==> config.mk <==
export PLATFORM = sky130hd
export DESIGN_NAME = cec_bit_receiver
export DESIGN_NICKNAME = d
export VERILOG_FILES = /design/src/rtl/cecbr_pkg.sv /design/src/rtl/cec_bit_receiver.sv
export VERILOG_INCLUDE_DIRS = /design/src /design/src/rtl
export SDC_FILE = /design/constraint.sdc
export NUM_CORES = 1
export LEC_CHECK = 0
export BUFFER_PORTS_ARGS = -buffer_cell sky130_fd_sc_hd__buf_2
export CORE_UTILIZATION = 50
export DETAILED_ROUTE_END_ITERATION = 10
export GPL_ROUTABILITY_DRIVEN = 0
export PLACE_DENSITY = 0.69
export SLEW_MARGIN = 20
export SYNTH_ARGS = -nofsm -noshare
export SYNTH_HDL_FRONTEND = slang
export SYNTH_SLANG_ARGS = --single-unit
==> constraint.sdc <==
create_clock -name clk -period 5.7 [get_ports clk]
set_input_delay 1.14 -clock clk [delete_from_list [all_inputs] [get_ports clk]]
set_output_delay 1.14 -clock clk [all_outputs]
set_load 0.005 [all_outputs]
==> src/rtl/assert_macros.svh <==
// Assertion macros for the CEC receiver RTL.
// Clocked on clk and disabled while rst is high; empty when SYNTHESIS is set.
`ifndef ASSERT_MACROS_SVH
`define ASSERT_MACROS_SVH
`ifndef SYNTHESIS
`define ASSERT_IMPLIES(label, ante, cons, msg) \
  label: assert property (@(posedge clk) disable iff (rst) (ante) |-> (cons)) else $error(msg);
`define ASSERT_NEXT(label, ante, cons, msg) \
  label: assert property (@(posedge clk) disable iff (rst) (ante) |=> (cons)) else $error(msg);
`else
`define ASSERT_IMPLIES(label, ante, cons, msg)
`define ASSERT_NEXT(label, ante, cons, msg)
`endif
`endif

==> src/rtl/cecbr_pkg.sv <==
// Shared constants for the CEC bit receiver: field widths, register indexes,
// reset values. No dependencies.
package cecbr_pkg;

  localparam int unsigned TimeW    = 32;
  localparam int unsigned CfgIdxW  = 3;
  localparam int unsigned CfgDataW = 16;
  localparam int unsigned AddrW    = 4;
  localparam int unsigned InTdataW  = 40;
  localparam int unsigned OutTdataW = 16;

  localparam logic [CfgIdxW-1:0] RegOwnAddress = 3'd0;
  localparam logic [CfgIdxW-1:0] RegMonitor    = 3'd1;
  localparam logic [CfgIdxW-1:0] RegStartMin   = 3'd2;
  localparam logic [CfgIdxW-1:0] RegOneMin     = 3'd3;
  localparam logic [CfgIdxW-1:0] RegOneMax     = 3'd4;

  localparam logic [AddrW-1:0]    AddrBroadcast = 4'hF;
  localparam logic [CfgDataW-1:0] StartMinReset = 16'd3500;
  localparam logic [CfgDataW-1:0] OneMinReset   = 16'd400;
  localparam logic [CfgDataW-1:0] OneMaxReset   = 16'd800;
  localparam logic [3:0]          BitsPerByte   = 4'd8;

endpackage

==> src/rtl/cec_bit_receiver.sv <==
// CEC bit receiver top level: edge classification, byte assembly, ack request.
// Depends on cecbr_pkg and assert_macros.svh.
`include "assert_macros.svh"

// Takes one line-edge event per item and returns exactly one result item for
// it. An event is held in an input register, classified against the receive
// state by one 32-bit subtract and four compares against 16-bit limits, and
// the result is written to an output register, together with the updated
// state, once that register is free. One item per cycle is sustained while
// the output is not stalled. A waiting result does not block intake as
// long as the input register can move on. Configuration writes take effect at
// once and are meant for an idle block.
module cec_bit_receiver (
  input  logic                                 clk,
  input  logic                                 rst,
  input  logic                                 s_tvalid,
  output logic                                 s_tready,
  // [0] pin_level, [32:1] time_us, [39:33] zero
  input  logic [cecbr_pkg::InTdataW-1:0]       s_tdata,
  output logic                                 m_tvalid,
  input  logic                                 m_tready,
  // [0] byte_valid, [8:1] byte_value, [9] frame_abort, [10] ack_pulse,
  // [11] start_seen, [15:12] zero
  output logic [cecbr_pkg::OutTdataW-1:0]      m_tdata,
  output logic                                 m_tlast,
  input  logic                                 cfg_wen,
  input  logic [cecbr_pkg::CfgIdxW-1:0]        cfg_index,
  input  logic [cecbr_pkg::CfgDataW-1:0]       cfg_data
);

  typedef enum logic [2:0] {
    PH_IDLE   = 3'd0,
    PH_BYTE   = 3'd1,
    PH_EOM    = 3'd2,
    PH_ACK    = 3'd3,
    PH_EOMACK = 3'd4
  } phase_t;

  // configuration
  logic [cecbr_pkg::AddrW-1:0]    own_address;
  logic                           monitor_mode;
  logic [cecbr_pkg::CfgDataW-1:0] start_min_us, one_min_us, one_max_us;

  // input register
  logic                           in_v;
  logic                           in_level;
  logic [cecbr_pkg::TimeW-1:0]    in_time;

  // output register
  logic                           out_v;
  logic                           o_bvalid, o_last, o_abort, o_ack, o_start;
  logic [7:0]                     o_bval;

  // receive state
  logic                           prev_level, prev_level_next;
  logic [cecbr_pkg::TimeW-1:0]    fall_time, fall_time_next;
  phase_t                         phase, phase_next;
  logic [3:0]                     bit_count, bit_count_next;
  logic [7:0]                     shift_byte, shift_byte_next;
  logic [7:0]                     held_byte, held_byte_next;
  logic [cecbr_pkg::AddrW-1:0]    header_dest, header_dest_next;
  logic                           frame_open, frame_open_next;
  logic                           have_header, have_header_next;
  logic                           ack_pending, ack_pending_next;

  // result of the step
  logic                           bvalid_next, last_next, abort_next, ack_next, start_next;
  logic [7:0]                     bval_next;

  logic                           adv;
  logic [cecbr_pkg::TimeW-1:0]    low_time;
  logic                           is_start, is_pulse, bit_v;
  logic [3:0]                     cnt_inc;
  logic [7:0]                     shifted;
  logic [cecbr_pkg::AddrW-1:0]    dest;

  assign adv      = in_v && (!out_v || m_tready);
  assign s_tready = !in_v || adv;

  assign low_time = in_time - fall_time;
  assign is_start = low_time > {16'd0, start_min_us};
  assign is_pulse = low_time >= {18'd0, one_min_us[15:2]};
  assign bit_v    = (low_time >= {16'd0, one_min_us}) && (low_time <= {16'd0, one_max_us});
  assign cnt_inc  = bit_count + 4'd1;
  assign shifted  = {shift_byte[6:0], bit_v};
  assign dest     = have_header ? header_dest : cecbr_pkg::AddrBroadcast;

  always_comb begin
    prev_level_next  = prev_level;
    fall_time_next   = fall_time;
    phase_next       = phase;
    bit_count_next   = bit_count;
    shift_byte_next  = shift_byte;
    held_byte_next   = held_byte;
    header_dest_next = header_dest;
    frame_open_next  = frame_open;
    have_header_next = have_header;
    ack_pending_next = ack_pending;
    bvalid_next      = 1'b0;
    bval_next        = 8'd0;
    last_next        = 1'b0;
    abort_next       = 1'b0;
    ack_next         = 1'b0;
    start_next       = 1'b0;

    if (in_level != prev_level) begin
      prev_level_next = in_level;
      if (!in_level) begin
        fall_time_next = in_time;
        if (ack_pending && !monitor_mode) begin
          ack_pending_next = 1'b0;
          ack_next         = 1'b1;
        end
      end else if (is_start) begin
        start_next       = 1'b1;
        abort_next       = frame_open;
        frame_open_next  = 1'b0;
        have_header_next = 1'b0;
        header_dest_next = cecbr_pkg::AddrBroadcast;
        phase_next       = PH_BYTE;
        bit_count_next   = 4'd0;
        shift_byte_next  = 8'd0;
        ack_pending_next = 1'b0;
      end else if (is_pulse) begin
        unique case (phase)
          PH_BYTE: begin
            shift_byte_next = shifted;
            bit_count_next  = cnt_inc;
            if (cnt_inc >= cecbr_pkg::BitsPerByte) begin
              held_byte_next = shifted;
              if (!have_header) begin
                header_dest_next = shifted[3:0];
                have_header_next = 1'b1;
              end
              bit_count_next  = 4'd0;
              shift_byte_next = 8'd0;
              phase_next      = PH_EOM;
            end
          end
          PH_EOM: begin
            if (dest != cecbr_pkg::AddrBroadcast && dest == own_address)
              ack_pending_next = 1'b1;
            bvalid_next = 1'b1;
            bval_next   = held_byte;
            last_next   = bit_v;
            if (bit_v) begin
              frame_open_next  = 1'b0;
              have_header_next = 1'b0;
              bit_count_next   = 4'd0;
              shift_byte_next  = 8'd0;
              phase_next       = PH_EOMACK;
            end else begin
              frame_open_next = 1'b1;
              phase_next      = PH_ACK;
            end
          end
          PH_ACK:    phase_next = PH_BYTE;
          PH_EOMACK: phase_next = PH_IDLE;
          default: ; // idle and unused codes ignore bits
        endcase
      end
    end
  end

  always_ff @(posedge clk) begin
    if (rst) begin
      own_address  <= cecbr_pkg::AddrBroadcast;
      monitor_mode <= 1'b0;
      start_min_us <= cecbr_pkg::StartMinReset;
      one_min_us   <= cecbr_pkg::OneMinReset;
      one_max_us   <= cecbr_pkg::OneMaxReset;
    end else if (cfg_wen) begin
      unique case (cfg_index)
        cecbr_pkg::RegOwnAddress: own_address  <= cfg_data[cecbr_pkg::AddrW-1:0];
        cecbr_pkg::RegMonitor:    monitor_mode <= cfg_data[0];
        cecbr_pkg::RegStartMin:   start_min_us <= cfg_data;
        cecbr_pkg::RegOneMin:     one_min_us   <= cfg_data;
        cecbr_pkg::RegOneMax:     one_max_us   <= cfg_data;
        default: ;
      endcase
    end
  end

  always_ff @(posedge clk) begin
    if (rst) begin
      in_v        <= 1'b0;
      out_v       <= 1'b0;
      prev_level  <= 1'b1;
      fall_time   <= '0;
      phase       <= PH_IDLE;
      bit_count   <= 4'd0;
      shift_byte  <= 8'd0;
      held_byte   <= 8'd0;
      header_dest <= cecbr_pkg::AddrBroadcast;
      frame_open  <= 1'b0;
      have_header <= 1'b0;
      ack_pending <= 1'b0;
    end else begin
      if (s_tready) begin
        in_v <= s_tvalid;
      end
      if (adv) begin
        out_v       <= 1'b1;
        prev_level  <= prev_level_next;
        fall_time   <= fall_time_next;
        phase       <= phase_next;
        bit_count   <= bit_count_next;
        shift_byte  <= shift_byte_next;
        held_byte   <= held_byte_next;
        header_dest <= header_dest_next;
        frame_open  <= frame_open_next;
        have_header <= have_header_next;
        ack_pending <= ack_pending_next;
        o_bvalid    <= bvalid_next;
        o_bval      <= bval_next;
        o_last      <= last_next;
        o_abort     <= abort_next;
        o_ack       <= ack_next;
        o_start     <= start_next;
      end else if (m_tready) begin
        out_v <= 1'b0;
      end
    end
  end

  // input payload register
  always_ff @(posedge clk) begin
    if (s_tready && s_tvalid) begin
      in_level <= s_tdata[0];
      in_time  <= s_tdata[cecbr_pkg::TimeW:1];
    end
  end

  assign m_tvalid = out_v;
  assign m_tdata  = {4'd0, o_start, o_ack, o_abort, o_bval, o_bvalid};
  assign m_tlast  = o_last;

  `ASSERT_IMPLIES(a_ack_not_monitoring, adv && ack_next, !monitor_mode, "ack requested in monitor mode")
  `ASSERT_IMPLIES(a_start_no_byte, out_v && o_start, !o_bvalid && !o_last, "byte delivered with start bit")
  `ASSERT_IMPLIES(a_abort_needs_start, out_v && o_abort, o_start, "abort without start bit")
  `ASSERT_NEXT(a_start_enters_byte, adv && start_next, phase == PH_BYTE && bit_count == 4'd0, "start bit did not restart byte")

endmodule
==> summary.txt <==
Run status
  • Status: finished clean

Worst setup path
  • Startpoint Class: flop
  • Worst Setup End Kind: flop
  • Critical R2R Launch: in_time[0]
  • End of the worst register-to-register path: o_bval[5]
  • R2R setup slack: 0.59 ns
  • WP data required: 5.94 ns
  • Crit. Startpoint: in_time[0]
  • Setup CP Type: flop to flop
  • CP Data Arrival Time: 5.35 ns
  • Worst Path Max Fanout: 10
  • Length in cells of the worst reg-to-reg path: 20
  • CP endpoint: o_bval[5]

STA
  • Setup_tns: 0 ns
  • Unrepaired setup endpoints after global routing: false
  • Fin crit period: 5.111 ns
  • Clock skew: 0.01677 ns
  • Relative slew slack: 31.10%
  • Worst-Margin Slew: 1.030 ns
  • Slew Viols, Final: 0
  • Setup violations, final: 0
  • Fin crit share: 89.67%
  • Hold Violations, Final: 0
  • Fmax: 195.7 MHz

Pwr
  • P_leak: 4.270 nW
  • Power density over the cells: 271.8 nW/um^2
  • Overall Power: 3.055 mW
  • IR drop worst, VDD: 0.2103 mV

Clocking
  • Max H-tree Level: 4
  • Sinks on Clock Net: 163
  • Setup Fix Bufs, Post-CTS: 0
  • CTS Buf Count: 17
  • Hold_buf cts: 0
  • Worst-Skew Late Latency: 0.44 ns
  • CTS max path bufs: 2
  • Post-CTS sizing: 0
  • Root Driver: clkbuf_16
  • CTS tree: done
  • Reg clk slew, reported paths: 0.07 ns

Synth
  • Synth Area in Adders: 12.16%
  • Number of enable flip-flop cells after synthesis: 46
  • Warnings, synthesis: 0
  • Post-synthesis mux area share: 1.158%
  • Post-Syn Area: 10040 sq um
  • Area contributors post-synth: dfxtp_1, edfxtp_1, ha_1
  • Top-count cell post-synth: nand2_1
  • Unique cell type count in the Yosys netlist: 78
  • Largest family of logic cells by synthesized area: simple AND/OR/NAND/NOR gates
  • Compound-Gate Fraction of Synth Area: 18.88%
  • Yosys top cell area share: 23.32%
  • Avg Inst Size Synth: 8.240 sq um
  • #FFs+latches synth: 163
  • Post-Synth XOR/XNOR Area: 2.005%
  • Most common library cells after synthesis: nand2_1, a21oi_1, dfxtp_1, inv_1, ha_1
  • Ys flop type: dfxtp_1
  • Async SR Flop Fraction: 0%
  • Post-Synth Simple-Gate Area: 22.07%
  • Cells after synthesis: 1219
  • Biggest area consumer among synthesized cells: dfxtp_1
  • Register area share after synthesis: 37.07%

Detailed routing
  • 1st-pass router iterations: 7
  • 1st-iter DRT viols: 580
  • Drt drc: 0
  • DRT Wirelength: 23.50 mm
  • Final ANT Viol Nets: 0
  • WL/cell: 15.15 microns
  • Routed vias/inst: 5.565
  • Total number of vias: 8631

Finish
  • Synth-to-Final Area Change: 11.91%
  • Share of cells above drive strength 1: 12.05%
  • # diodes: 0
  • Fill count: 1790
  • Nets: 1434

Die
  • Core Area: 19590 sq um
  • Die X: 143.7 microns
  • Boundary Pins: 83
  • Initial core utilization: 51.27%
  • Row cnt: 51
  • Die H: 143.7 microns
  • Die ar.: 20660 sq um

Flow run
  • Max_cap viols: 0

GRT
  • Total track usage: 23.41%
  • Initial antenna violation count: 0
  • Gr ovfl total: 0
  • First-pass GRT wire length: 38.11 mm
  • Number of global-route vias before repair: 7848
  • Pin count of the biggest net entering global routing: 59

Placed design
  • IO Port Bufs: 71
  • HPWL after DPL: 16.96 mm

Hold path
  • Path category of the worst min-delay check: flop to flop
  • Hold_sp: start_min_us[14]
==> through the flow <==
stage          util, %  instances  cell area (sq um)  hold WS (ns)  setup WS [ns]
3_3_place_gp     54.22       1519              10620        0.4419         0.7194
5_1_grt          57.38       1551              11240        0.4702         0.2294
4_1_cts          57.37       1551              11240        0.4575         0.6095
6_report         57.38       1551              11240        0.4539         0.5888
3_5_place_dp     54.22       1519              10620        0.4482         0.6790
2_1_floorplan        -       1222              10060        0.4363          1.284
==> routing by layer <==
metal / share of wire (%) / routed length, microns / vias to the layer above / track usage [%]
met4: 1.4 / 323 / 0 / 5.991
met1: 48 / 11270 / 3938 / 30.86
met3: 4.6 / 1088 / 29 / 4.032
li1: - / - / 4434 / -
met2: 46 / 10820 / 230 / 39.47
met5: 0 / 0 / - / 0
==> sequential cells by signal, summed over array words and instances (netlist names), 3 cells and up <==
| name | cells |
|---|---|
| bit_count | 4 |
| fall_time | 32 |
| header_dest | 4 |
| held_byte | 8 |
| in_time | 32 |
| o_bval | 8 |
| one_max_us | 16 |
| one_min_us | 16 |
| own_address | 4 |
| phase | 3 |
| shift_byte | 7 |
| start_min_us | 16 |
==> where the power goes <==
| part | leakage (nW) | switching (mW) | internal [mW] |
|---|---|---|---|
| clock network | 0.305 | 0.521 | 0.703 |
| logic | 2.59 | 0.352 | 0.235 |
| registers | 1.37 | 0.0178 | 1.23 |
| total | 4.27 | 0.891 | 2.16 |
==> worst max-delay path, cell delays in order, from the launching register on <==
cell	delay (ns)
edfxtp_1	0.34
inv_1	0.04
ha_1	0.22
fa_1	0.39
and2b_1	0.24
o2111ai_2	0.17
a21oi_2	0.26
o21ai_0	0.14
xor2_1	0.23
inv_1	0.15
ha_1	0.32
nand4_1	0.10
or2_2	0.33
or3_1	0.38
o41ai_1	0.07
buf_4	0.19
o311ai_0	0.15
nor3_1	0.25
and4bb_2	0.29
nand2_1	0.26
nor4_1	0.38
==> cell families (layout without fill, tap and decap cells) <==
group,Yosys count,count (layout)
buffers and inverters,160,224
other,1,4
multiplexers,11,11
XOR/XNOR,23,23
AO/OA/AOI/OAI,300,300
adder cells (fa/ha/maj),97,97
AND/OR/NAND/NOR,464,464
flip-flops,163,163
==> layout by cell type (no fill, tap or decap), types with 22 or more instances in the layout <==
| master | synthesis | routed |
|---|---|---|
| nand2_1 | 231 | 231 |
| a21oi_1 | 122 | 122 |
| dfxtp_1 | 117 | 117 |
| inv_1 | 99 | 99 |
| ha_1 | 96 | 96 |
| buf_2 | 9 | 71 |
| nor2_1 | 53 | 52 |
| edfxtp_1 | 46 | 46 |
| o21ai_0 | 39 | 39 |
| nor3_1 | 33 | 32 |
| nand4_1 | 24 | 24 |
| o211ai_1 | 22 | 22 |
| buf_4 | 10 | 22 |
==> how the worst min path moves through the flow <==
stage                     slack [ns]                to  cells past startpoint
after floorplan                 0.44     fall_time[10]                      2
after global placement          0.44     fall_time[22]                      2
after detailed placement        0.45   start_min_us[4]                      2
after CTS                       0.46     fall_time[14]                      2
after global routing            0.47  start_min_us[13]                      2
final                           0.45  start_min_us[14]                      2
==> area by class of cell <==
type                    instances  area [sq um]  share of cell area (%)
well taps                     265         331.6                   2.950
flip-flops and latches        163          3724                   33.13
repair buffers                 93         520.5                   4.630
multi-input cells             899          5677                   50.50
inverters                      99         371.6                   3.306
clock buffers                  17         425.4                   3.784
clock inverters                15         191.4                   1.703
(Power assumes the default switching activity.)
